### src/hw/rtl/tle_pkg.sv
// ----------------------------------------------------------------------------
// Terminal line editor package
// Shared constants, payload types and controller/datapath command structs.
// ----------------------------------------------------------------------------
package tle_pkg;

   localparam int unsigned LineMax = 24;
   localparam int unsigned PosW    = 5;
   localparam int unsigned IdxW    = $clog2(LineMax);

   localparam logic [7:0] KeyEnter = 8'd13;
   localparam logic [7:0] KeyBs    = 8'd127;
   localparam logic [7:0] KeyEsc   = 8'd27;
   localparam logic [7:0] ChSpace  = 8'd32;
   localparam logic [7:0] ChBack   = 8'd8;
   localparam logic [7:0] ChNl     = 8'd10;
   localparam logic [7:0] ChLbr    = 8'd91;
   localparam logic [7:0] ChA      = 8'd65;
   localparam logic [7:0] ChB      = 8'd66;
   localparam logic [7:0] ChC      = 8'd67;
   localparam logic [7:0] ChD      = 8'd68;
   localparam logic [7:0] Ch3      = 8'd51;
   localparam logic [7:0] ChTilde  = 8'd126;
   localparam logic [4:0] CapReset = 5'd24;

   typedef struct packed {
      logic [7:0] rx_byte;
   } req_type;

   typedef struct packed {
      logic       target;
      logic [7:0] byte_value;
      logic       overflow;
      logic       last;
   } rsp_type;

   // Write data source for the line store.
   typedef enum logic [1:0] {
      SRC_CONST,
      SRC_STORE,
      SRC_INPUT
   } src_type;

   // Controller to datapath commands.
   typedef struct packed {
      logic            wr_en;
      logic [IdxW-1:0] wr_addr;
      src_type         wr_src;
      logic [IdxW-1:0] rd_addr;
   } cmd_type;

   // Datapath status.
   typedef struct packed {
      logic [7:0] rd_data;
   } sts_type;

endpackage

### src/hw/rtl/tle_if.sv
// ----------------------------------------------------------------------------
// Terminal line editor channel interfaces
// Valid/ready channels for keystroke and result items.
// ----------------------------------------------------------------------------
interface tle_req_if;
   logic             valid;
   logic             ready;
   tle_pkg::req_type payload;
   modport source (output valid, output payload, input ready);
   modport sink (input valid, input payload, output ready);
endinterface

interface tle_rsp_if;
   logic             valid;
   logic             ready;
   tle_pkg::rsp_type payload;
   modport source (output valid, output payload, input ready);
   modport sink (input valid, input payload, output ready);
endinterface

### src/hw/rtl/tle_datapath.sv
// ----------------------------------------------------------------------------
// Terminal line editor datapath
// Line storage with one write port and one registered read port.
// ----------------------------------------------------------------------------
module tle_datapath (
   input  logic             clock,
   input  tle_pkg::cmd_type cmd,
   input  logic [7:0]       in_byte,
   output tle_pkg::sts_type sts
);

   logic [7:0] mem [tle_pkg::LineMax];
   logic [7:0] rd_ff;
   logic [7:0] wdata;

   always_comb begin
      if (cmd.wr_src == tle_pkg::SRC_INPUT) begin
         wdata = in_byte;
      end else begin
         wdata = rd_ff;
      end
   end

   always_ff @(posedge clock) begin
      if (cmd.wr_en) begin
         mem[cmd.wr_addr] <= wdata;
      end
      rd_ff <= mem[cmd.rd_addr];
   end

   assign sts.rd_data = rd_ff;

endmodule

### src/hw/rtl/tle_ctrl.sv
// ----------------------------------------------------------------------------
// Terminal line editor controller
// Decodes keys, sequences line shifts and emits echo and commit items.
// ----------------------------------------------------------------------------
module tle_ctrl (
   input  logic             clock,
   input  logic             reset,
   input  logic             req_valid,
   output logic             req_ready,
   input  logic [7:0]       req_byte,
   output logic             rsp_valid,
   input  logic             rsp_ready,
   output tle_pkg::rsp_type rsp_payload,
   input  logic             csr_we,
   input  logic [4:0]       csr_wdata,
   output tle_pkg::cmd_type cmd,
   output logic [7:0]       cur_byte,
   input  tle_pkg::sts_type sts
);

   localparam int unsigned PW = tle_pkg::PosW;
   localparam int unsigned IW = tle_pkg::IdxW;

   typedef enum logic [3:0] {
      S_IDLE,
      S_INS_SHIFT,   // move one stored byte right, tail end first
      S_RD,          // issue read, wait for data
      S_EMIT,        // present a store byte
      S_CONST,       // present a constant byte
      S_DEL_SHIFT,   // move one stored byte left and echo it
      S_ESC_OUT
   } state_type;

   typedef enum logic [2:0] {
      J_TAIL,        // insert: redraw tail then backspaces
      J_COMMIT,      // commit bytes then newline
      J_DEL,         // delete: shift left then space then backspaces
      J_NONE
   } job_type;

   state_type   state_ff, state_in;
   job_type     job_ff, job_in;
   logic [PW-1:0] len_ff, len_in, cur_ff, cur_in, idx_ff, idx_in, cnt_ff, cnt_in;
   logic [PW-1:0] cap_ff, cap_in;
   logic [1:0]  esc_ff, esc_in;
   logic        ovf_ff, ovf_in;
   logic [7:0]  byte_ff, byte_in;
   logic [1:0]  ph_ff, ph_in;     // sub-phase inside a job
   logic        pend_ff, pend_in; // result presented
   tle_pkg::rsp_type out_ff, out_in;
   logic [PW-1:0] ecap;

   always_comb begin
      if (cap_ff == '0) ecap = PW'(1);
      else if (cap_ff > PW'(tle_pkg::LineMax)) ecap = PW'(tle_pkg::LineMax);
      else ecap = cap_ff;
   end

   assign req_ready   = (state_ff == S_IDLE) && !pend_ff;
   assign rsp_valid   = pend_ff;
   assign rsp_payload = out_ff;
   assign cur_byte    = byte_ff;

   always_comb begin
      logic [PW-1:0] l;
      logic [PW-1:0] c;
      logic          fin;
      state_in = state_ff; job_in = job_ff; len_in = len_ff; cur_in = cur_ff;
      idx_in = idx_ff; cnt_in = cnt_ff; cap_in = cap_ff; esc_in = esc_ff;
      ovf_in = ovf_ff; byte_in = byte_ff; ph_in = ph_ff; pend_in = pend_ff;
      out_in = out_ff;
      cmd = '0;
      cmd.wr_src = tle_pkg::SRC_STORE;
      cmd.rd_addr = idx_ff[IW-1:0];
      l = len_ff; c = cur_ff; fin = 1'b0;
      if (csr_we) cap_in = csr_wdata;
      if (pend_ff && rsp_ready) pend_in = 1'b0;
      case (state_ff)
         S_IDLE: begin
            if (req_valid && req_ready && req_byte != 8'd0) begin
               byte_in = req_byte;
               if (esc_ff == 2'd1) begin
                  esc_in = 2'd2;
               end else if (esc_ff == 2'd2) begin
                  if (req_byte == tle_pkg::ChC) begin
                     esc_in = 2'd0;
                     if (cur_ff < len_ff) begin
                        cur_in = cur_ff + 1'b1; state_in = S_ESC_OUT; ph_in = 2'd0;
                     end
                  end else if (req_byte == tle_pkg::ChD) begin
                     esc_in = 2'd0;
                     if (cur_ff != '0) begin
                        cur_in = cur_ff - 1'b1; state_in = S_ESC_OUT; ph_in = 2'd0;
                     end
                  end else if (req_byte == tle_pkg::ChA || req_byte == tle_pkg::ChB) begin
                     esc_in = 2'd0;
                  end else if (req_byte == tle_pkg::Ch3) begin
                     esc_in = 2'd3;
                  end
               end else if (esc_ff == 2'd3) begin
                  if (req_byte == tle_pkg::ChTilde) begin
                     esc_in = 2'd0;
                     if (cur_ff < len_ff) begin
                        job_in = J_DEL; idx_in = cur_ff; state_in = S_DEL_SHIFT; ph_in = 2'd0;
                     end
                  end
               end else if (req_byte == tle_pkg::KeyEnter) begin
                  job_in = J_COMMIT; ovf_in = 1'b0; idx_in = '0;
                  state_in = (len_ff == '0) ? S_CONST : S_RD;
               end else if (req_byte == tle_pkg::KeyBs) begin
                  if (len_ff != '0 && cur_ff != '0 && cur_ff <= len_ff) begin
                     // backspace echo first, then same as delete at cursor-1
                     job_in = J_DEL; cur_in = cur_ff - 1'b1; idx_in = cur_ff - 1'b1;
                     state_in = S_CONST; ph_in = 2'd3;
                  end
               end else if (req_byte == tle_pkg::KeyEsc) begin
                  esc_in = 2'd1;
               end else begin
                  if (l >= PW'(tle_pkg::LineMax)) l = PW'(tle_pkg::LineMax - 1);
                  if (c > l) c = l;
                  len_in = l; cur_in = c; idx_in = l;
                  state_in = S_INS_SHIFT; ph_in = 2'd0;
               end
            end
         end
         S_INS_SHIFT: begin
            // idx: destination; ph0 read idx-1, ph1 write
            if (idx_ff == cur_ff) begin
               cmd.wr_en = 1'b1; cmd.wr_addr = idx_ff[IW-1:0];
               cmd.wr_src = tle_pkg::SRC_INPUT;
               len_in = len_ff + 1'b1; cur_in = cur_ff + 1'b1;
               if (len_ff + 1'b1 >= ecap) begin
                  job_in = J_COMMIT; ovf_in = 1'b1; idx_in = '0; state_in = S_RD;
               end else begin
                  job_in = J_TAIL; ovf_in = 1'b0; idx_in = cur_ff;
                  cnt_in = len_ff - cur_ff; state_in = S_RD;
               end
            end else if (ph_ff == 2'd0) begin
               cmd.rd_addr = IW'(idx_ff - 1'b1); ph_in = 2'd1;
            end else begin
               cmd.wr_en = 1'b1; cmd.wr_addr = idx_ff[IW-1:0];
               idx_in = idx_ff - 1'b1; ph_in = 2'd0;
            end
         end
         S_RD: begin
            state_in = S_EMIT;
         end
         S_EMIT: begin
            if (!pend_ff || rsp_ready) begin
               pend_in = 1'b1;
               out_in.byte_value = sts.rd_data;
               out_in.target = (job_ff == J_COMMIT);
               out_in.overflow = ovf_ff && (job_ff == J_COMMIT);
               out_in.last = 1'b0;
               idx_in = idx_ff + 1'b1;
               if (idx_ff + 1'b1 >= len_ff) begin
                  state_in = S_CONST; ph_in = 2'd0;
                  if (job_ff == J_TAIL && cnt_ff == '0) out_in.last = 1'b1;
                  if (job_ff == J_TAIL && cnt_ff == '0) state_in = S_IDLE;
               end else begin
                  state_in = S_RD;
               end
            end
         end
         S_DEL_SHIFT: begin
            // ph0 read idx+1, ph1 wait, ph2 write+echo. The read address is held
            // on idx+1 in every phase so the read data stays on that byte.
            cmd.rd_addr = IW'(idx_ff + 1'b1);
            if (idx_ff + 1'b1 >= len_ff) begin
               state_in = S_CONST; ph_in = 2'd1; cnt_in = len_ff - cur_ff;
            end else if (ph_ff == 2'd0) begin
               ph_in = 2'd1;
            end else if (ph_ff == 2'd1) begin
               ph_in = 2'd2;
            end else if (!pend_ff || rsp_ready) begin
               cmd.wr_en = 1'b1; cmd.wr_addr = idx_ff[IW-1:0];
               pend_in = 1'b1;
               out_in = '{target: 1'b0, byte_value: sts.rd_data, overflow: 1'b0, last: 1'b0};
               idx_in = idx_ff + 1'b1; ph_in = 2'd0;
            end
         end
         S_CONST: begin
            if (!pend_ff || rsp_ready) begin
               pend_in = 1'b1;
               out_in = '{target: 1'b0, byte_value: tle_pkg::ChBack, overflow: 1'b0,
                          last: 1'b0};
               case (job_ff)
                  J_COMMIT: begin
                     out_in.byte_value = tle_pkg::ChNl; out_in.overflow = ovf_ff;
                     out_in.last = 1'b1; fin = 1'b1;
                     len_in = '0; cur_in = '0;
                  end
                  J_TAIL: begin
                     cnt_in = cnt_ff - 1'b1;
                     if (cnt_ff == PW'(1)) begin
                        out_in.last = 1'b1; fin = 1'b1;
                     end
                  end
                  J_DEL: begin
                     if (ph_ff == 2'd3) begin
                        // leading backspace of backspace key
                        state_in = S_DEL_SHIFT; ph_in = 2'd0;
                     end else if (ph_ff == 2'd1) begin
                        out_in.byte_value = tle_pkg::ChSpace; ph_in = 2'd2;
                     end else begin
                        cnt_in = cnt_ff - 1'b1;
                        if (cnt_ff == PW'(1)) begin
                           out_in.last = 1'b1; fin = 1'b1; len_in = len_ff - 1'b1;
                        end
                     end
                  end
                  default: fin = 1'b1;
               endcase
               if (fin) state_in = S_IDLE;
            end
         end
         S_ESC_OUT: begin
            if (!pend_ff || rsp_ready) begin
               pend_in = 1'b1;
               out_in = '{target: 1'b0, byte_value: tle_pkg::KeyEsc, overflow: 1'b0,
                          last: 1'b0};
               ph_in = ph_ff + 1'b1;
               if (ph_ff == 2'd1) out_in.byte_value = tle_pkg::ChLbr;
               if (ph_ff == 2'd2) begin
                  out_in.byte_value = byte_ff; out_in.last = 1'b1; state_in = S_IDLE;
               end
            end
         end
         default: state_in = S_IDLE;
      endcase
   end

   always_ff @(posedge clock) begin
      if (reset) begin
         state_ff <= S_IDLE; job_ff <= J_NONE; len_ff <= '0; cur_ff <= '0;
         esc_ff <= '0; cap_ff <= tle_pkg::CapReset; pend_ff <= 1'b0;
         idx_ff <= '0; cnt_ff <= '0; ph_ff <= '0; ovf_ff <= 1'b0;
      end else begin
         state_ff <= state_in; job_ff <= job_in; len_ff <= len_in; cur_ff <= cur_in;
         esc_ff <= esc_in; cap_ff <= cap_in; pend_ff <= pend_in;
         idx_ff <= idx_in; cnt_ff <= cnt_in; ph_ff <= ph_in; ovf_ff <= ovf_in;
      end
      byte_ff <= byte_in;
      out_ff  <= out_in;
   end

endmodule

### src/hw/rtl/terminal_line_editor.sv
// ----------------------------------------------------------------------------
// Terminal line editor
// Keystroke line editing with terminal echo and committed line delivery.
// ----------------------------------------------------------------------------
//  Channel   Direction  Carries
//  req       in         one received keystroke byte per item
//  rsp       out        echo or committed line byte, overflow and last flags
//  csr       in         line capacity register, write only
//
// One keystroke item is handled at a time. After acceptance, an insertion
// shifts stored bytes right one at a time with a read then a write; a
// delete or backspace shifts them left with a read, a wait, then a write
// and echo; a redraw or commit reads each stored byte before presenting it;
// constant results (backspace, space, newline, escape echo) go out directly.
// The single read port of the line store paces these shifts and reads.
// Reset clears the cursor, length, escape phase and capacity (to 24); the
// line store holds no reset value. A stalled rsp holds the controller at the
// current result, and no new item is taken while a result is waiting.
// ----------------------------------------------------------------------------
module terminal_line_editor (
   input logic     clock,
   input logic     reset,
   tle_req_if.sink   req,
   tle_rsp_if.source rsp,
   input logic       csr_we,
   input logic [4:0] csr_wdata
);

   tle_pkg::cmd_type cmd;
   tle_pkg::sts_type sts;
   logic [7:0]       cur_byte;

   // The controller owns all sequencing; the datapath owns the line store.
   tle_ctrl u_ctrl (
      .clock       (clock),
      .reset       (reset),
      .req_valid   (req.valid),
      .req_ready   (req.ready),
      .req_byte    (req.payload.rx_byte),
      .rsp_valid   (rsp.valid),
      .rsp_ready   (rsp.ready),
      .rsp_payload (rsp.payload),
      .csr_we      (csr_we),
      .csr_wdata   (csr_wdata),
      .cmd         (cmd),
      .cur_byte    (cur_byte),
      .sts         (sts)
   );

   tle_datapath u_datapath (
      .clock   (clock),
      .cmd     (cmd),
      .in_byte (cur_byte),
      .sts     (sts)
   );

endmodule

### src/flat_wrapper.sv
// flat-port wrapper written by rule: the top's interface ports become plain ports
module terminal_line_editor_flat 
  (clock, reset, csr_we, csr_wdata, req_valid, req_payload, req_ready, rsp_valid, rsp_payload, rsp_ready);
  tle_req_if req_i ();
  tle_rsp_if rsp_i ();
  input logic clock;
  input logic reset;
  input logic csr_we;
  input logic [4:0] csr_wdata;
  input wire logic [$bits(req_i.valid)-1:0] req_valid;
  input wire logic [$bits(req_i.payload)-1:0] req_payload;
  output wire logic [$bits(req_i.ready)-1:0] req_ready;
  output wire logic [$bits(rsp_i.valid)-1:0] rsp_valid;
  output wire logic [$bits(rsp_i.payload)-1:0] rsp_payload;
  input wire logic [$bits(rsp_i.ready)-1:0] rsp_ready;
  assign req_i.valid = req_valid;
  assign req_i.payload = req_payload;
  assign req_ready = req_i.ready;
  assign rsp_valid = rsp_i.valid;
  assign rsp_payload = rsp_i.payload;
  assign rsp_i.ready = rsp_ready;
  terminal_line_editor u_core (.clock(clock), .reset(reset), .req(req_i), .rsp(rsp_i), .csr_we(csr_we), .csr_wdata(csr_wdata));
endmodule
### config.mk
export PLATFORM = sky130hd
export DESIGN_NAME = terminal_line_editor_flat
export DESIGN_NICKNAME = d
export VERILOG_FILES = /design/src/hw/rtl/tle_pkg.sv /design/src/hw/rtl/tle_if.sv /design/src/hw/rtl/tle_datapath.sv /design/src/hw/rtl/tle_ctrl.sv /design/src/hw/rtl/terminal_line_editor.sv /design/src/flat_wrapper.sv
export SDC_FILE = /design/constraint.sdc
export NUM_CORES = 1
export LEC_CHECK = 0
export BUFFER_PORTS_ARGS = -buffer_cell sky130_fd_sc_hd__buf_2
export CAP_MARGIN = 10
export CORE_MARGIN = 1.5
export CORE_UTILIZATION = 56
export DETAILED_ROUTE_END_ITERATION = 6
export GPL_TIMING_DRIVEN = 0
export HOLD_SLACK_MARGIN = 0.15
export PLACE_DENSITY = 0.78
export SLEW_MARGIN = 20
export SYNTH_ARGS = -nofsm -noshare
export SYNTH_HDL_FRONTEND = slang
export SYNTH_SLANG_ARGS = --single-unit
### constraint.sdc
create_clock -name clock -period 5.27 [get_ports clock]
set_input_delay 0.527 -clock clock [delete_from_list [all_inputs] [get_ports clock]]
set_output_delay 0.527 -clock clock [all_outputs]
set_load 0.01 [all_outputs]
-- Yosys cells after proc, flatten, opt, wreduce, memory -nomap -nowiden
Memories as Yosys holds them, arrays and structs flattened. A register that Yosys moved wholly into a read port is not among the register bits.
Index checks and enable logic that the tools add are counted.
- bits in registers: 57
- bits of input ports: 18
- memories kept: 1
- bits in writable memories: 192
- word-level logic and storage cells: 352
- memory list (name ; words ; bits a word ; rd ports ; clocked after memory_dff ; wr ports ; line ; RTL):
    u_core.u_datapath.mem ; 24 ; 8 ; 1 ; 1 ; 1 ; tle_datapath.sv:12 ; logic [7:0] mem [tle_pkg::LineMax];
- equal/unequal tests: 84
- reductions and logical operators: 39
- add/subtract/negate cells: 9
- $lt $le $gt $ge: 7
- muxes and demuxes: 196
- operator list (kind ; number):
    $mux 5 ; 62
    $mux 4 ; 24
    $mux 11 ; 7
    $mux 2 ; 38
    $eq 8x7->1 const B ; 6
    $mux 6 ; 8
    $pmux 5 s3 ; 3
    $pmux 11 s4 ; 1
    $ne 2x2->1 const B ; 20
    $mux 3 ; 12
    $reduce_and 17->1 ; 2
    $pmux 5 s2 ; 3
    $pmux 4 s7 ; 1
    $reduce_and 14->1 ; 2
    $ne 3x3->1 const B ; 9
    $mux 1 ; 25
    $ne 4x4->1 const B ; 5
    $pmux 5 s4 ; 1
    $sub 5x1->5 const B ; 4
    $mux 8 ; 2
    $ne 4x3->1 const B ; 4
    $pmux 8 s2 ; 1
    $reduce_and 8->1 ; 2
    $add 5x1->5 const B ; 3
    53 further kinds ; 90

-- Logic depth before layout (Yosys ltp)
- word-level depth: 20
- depth in mapped cells: 15

-- By module
From an unflattened synthesis, not the netlist that was laid out.
- cell total of the unflattened synthesis: 1065
- area, all modules: 13070.0 µm²
- modules (own cells, without submodules) (module ; area each (µm²) ; instances ; cells each):
    tle_datapath ; 7886.3 ; 1 ; 389
    tle_ctrl ; 5183.7 ; 1 ; 676

-- Least setup slack after synthesis
Ideal clock, no wire load.
- path type: register to register
- from: register u_core.u_ctrl.idx_ff[1]
- to: memory u_core.u_datapath.mem[15][0] (enable)
- required time: 4.875 ns
- path buffers: 2
- arrival: 3.137 ns
- clock period less this slack: 3.532 ns
- setup slack: 1.738 ns
- library setup time: 0.395 ns
- stages on the path, launching flop included: 12
- cell sequence: dfxtp_1 -> buf_2 -> inv_1 -> ha_1 -> ha_1 -> a21o_1 -> a21oi_1 -> o2111ai_1 -> o21ai_0 -> a22oi_1 -> clkbuf_1 -> nor4_1
- cells in the longest elaborated chain, start to end: 6
- ends and longest elaborated chain (item ; line ; RTL):
    start: declaration ; tle_ctrl.sv:43 ; logic [PW-1:0] len_ff, len_in, cur_ff, cur_in, idx_ff, idx_in, cnt_ff, cnt_in;
    start signal: assignment ; tle_ctrl.sv:241 ; idx_ff <= idx_in; cnt_ff <= cnt_in; ph_ff <= ph_in; ovf_ff <= ovf_in;
    $add 5x1->5 ; tle_ctrl.sv:169 ; if (idx_ff + 1'b1 >= len_ff) begin
    $ge 5x5->1 ; tle_ctrl.sv:169 ;
    $mux 6 ; tle_ctrl.sv:169 ;
    $pmux 6 s2 * ; tle_ctrl.sv:78 ; case (state_ff)
    $mux 1 ; tle_datapath.sv:25 ; if (cmd.wr_en) begin
    $mux 1 (implied by the code) ; tle_datapath.sv:26 ; mem[cmd.wr_addr] <= wdata;
    end: declaration ; tle_datapath.sv:12 ;
Mark *: on every way between the ends. The rest lies on a longest branch, timed or not.

-- Worst setup path in the final report
- from: register u_core.u_ctrl.idx_ff[0]
- to: memory u_core.u_datapath.mem[17][4] (enable)
The elaborated chain is that of the path after synthesis.

==> results.cfg <==
[run]
cap_violations = 0

[logic_synthesis]
ys_top_cells_by_area = edfxtp_1 (47%), dfxtp_1 (6.5%), mux2i_1 (5.2%), ha_1 (3.9%), mux2_2 (3.5%)
synthCells = 1165
syn_nets = 1226
synthDominantAreaCellType = edfxtp_1
avgSynthCellArea_um2 = 11.56
synth_seq_cells = 255
synth_flop_cell = edfxtp_1
yosysSeqAreaShare_pct = 53.57
yosysUniqueCellTypes = 90
synth-edff-count = 211
async_flop_share_pct = 0
synth_warnings = 0
netlist_area_um2 = 13470
synth_top_area_share_pct = 47.03

[power]
switching_power_mw = 4.409
power_frac_seq_pct = 27.7
ir_drop_mv = 0.3831
power_mw = 10.22
power_density_nw_per_um2 = 681.5
p_sw_share_pct = 43.13
pwr-share-comb_pct = 54.5
p_int_mw = 5.814
power.static_leakage_nw = 5.300
p_clk_share_pct = 17.8

[critical_path]
crit_type = reg2reg
arrival_ps = 4740
path_max_fanout = 10
critPathLaunchType = register
end_kind = register
cp.required_ps = 5430

[clock_tree]
clkTransAtPathRegs_ps = 60
ctsRootBufferMaster = clkbuf_16
cts_tree = yes
cts.sinks = 255
worstSkewPairLatency_ps = 550
cts.path.max_buffers = 3
postCtsSetupBuffers = 0
h-tree-depth = 1
cts_resized = 0
numCtsBuffers = 26
holdBufCountCts = 0

[sta]
setup_viol = 0
hold_violations = 0
rsz0062_at_grt = false
fmax_mhz = 218.4
slew_violations = 0
min_period_ps = 4580
worst_clock_skew_ps = 41.13
fin_setup_tns_ps = 0
tightestPinTransition_ps = 1199
min_period_over_period_pct = 86.90
slew_headroom_pct = 19.47

[placed_design]
port_buffers = 29
gp_congestion = 1.011
dpl.cell_count = 1522
placed_cell_area_um2 = 14140
dp_hpwl_mm = 24.92

[grt]
gr-usage-met2_pct = 47.95
antenna_found_initial = 0
top_usage_layer = met2
grt_first_pass_wirelength_mm = 53.90
grt_overflow = 0
grt_usage_pct = 28.46
use_met1_pct = 35.95
first_global_vias = 9617
grt_max_degree = 25
grtUsageMet3_pct = 4.188

[floorplan]
core-area_um2 = 23540
die-area_um2 = 25000
std_cell_rows = 56
ioPinCount = 31
initial_core_util_pct = 57.23
die-height_um = 158.1
die_w_um = 158.1

[finish]
final_cell_count_no_fill = 1568
final_area_um2 = 15000
layout_commonest_cell = edfxtp_1
drive_gt1_share_pct = 16.09
final_cell_mix = edfxtp_1 (211), nand2_1 (102), mux2i_1 (70)
fillers = 1810
area_growth_pct = 11.35
fin_nets = 1292
diodes = 0

[drt]
first_pass_iters = 7
viasPerCell = 6.443
detail-route-antenna-nets = 0
drt_iter0_markers = 1024
via_count = 10100
route.final.wire_length_mm = 35.59
wl_per_cell_um = 22.70
drc = 0

[run_status]
status = finished, final reports clean

[hold_path]
hold_class = in2reg
-- cell usage after synthesis (all sizes together) (13+ instances only) --
cell and number:
and3 24, edfxtp 211, a21oi 49, o211ai 13, mux2 42, a311oi 24, mux2i 70, nor4 13
dfxtp 44, xnor2 18, nor2 67, a211oi 31, buf 35, clkbuf 38, o21ai 53, inv 39
ha 42, nand2 103, nand3 19, nor3 30, a22oi 23
-- layer usage --
layer	vias up	part of all wire, %
li1	4615	-
met1	4817	39
met2	553	48
met3	117	7.5
met4	0	4.8
met5	-	0
-- power by group through the flow --
stage	registers, mW	logic [mW]	clock network, mW
finish	2.83	5.57	1.82
global route	2.85	5.93	1.90
CTS	2.83	5.45	1.82
global placement	2.87	5.27	0
detailed placement	2.87	5.39	0
floorplan	2.83	3.87	0
-- final timing paths --
check                          startpoint                           end  slack [ps]  cells after the start
setup / recovery  u_core.u_ctrl.idx_ff[0]  u_core.u_datapath.mem[17][4]         690                     10
hold / removal             req_payload[2]     u_core.u_ctrl.cur_byte[2]         180                      1
setup reg to reg  u_core.u_ctrl.idx_ff[0]  u_core.u_datapath.mem[17][4]         690                     10
hold reg to reg   u_core.u_ctrl.cnt_ff[1]       u_core.u_ctrl.cnt_ff[1]         490                      2
-- critical path: stages (launching register included) --
cell and delay, ps:
dfxtp_1 540, ha_1 360, nand3_1 130, xnor2_1 350
ha_1 320, a21oi_1 190, o2111ai_1 250, o21ai_0 430
a22oi_1 240, clkbuf_1 370, nor3_1 1040
-- flip-flops by register name, summed over array words and instances (netlist names), 5 cells and up --
| name | count |
|---|---|
| u_core.u_ctrl.rsp_payload | 11 |
| u_core.u_ctrl.cap_ff | 5 |
| u_core.u_datapath.sts | 8 |
| u_core.u_ctrl.idx_ff | 5 |
| u_core.u_ctrl.cur_byte | 8 |
| u_core.u_datapath.mem | 192 |
| u_core.u_ctrl.len_ff | 5 |
| u_core.u_ctrl.cur_ff | 5 |
| u_core.u_ctrl.cnt_ff | 5 |
-- metrics by stage --
step           hold slack (ps)  setup WS (ps)  utilization, %
3_5_place_dp             482.2          833.7           60.08
6_report                 181.7          690.2           63.72
5_1_grt                  174.4          544.4           63.72
3_3_place_gp             480.8          282.6           59.54
4_1_cts                  180.6          743.4           63.64
2_1_floorplan            449.8           1738               -
-- layout make-up --
cell class                 count  area, µm²  area share, %
buffer                        73      364.1          2.427
clock buffer                  29      661.9          4.412
clock inverter                17      175.2          1.168
inverter                      40      150.1          1.001
multi-input combinational    797       5839          38.92
sequential                   255       7217          48.11
tap                          319      399.1          2.661
timing repair buffer          38      195.2          1.301
-- cells by family after synthesis --
group           after synthesis  share of synthesized area (%)
xor+xnor                     27                          1.922
fa+ha+maj                    43                          4.049
flops                       255                          53.57
mux                         112                          8.711
simple gates                328                          12.50
compound gates              287                          15.43
buf+inv                     113                          3.817
Power figures use the tool's default switching activity.
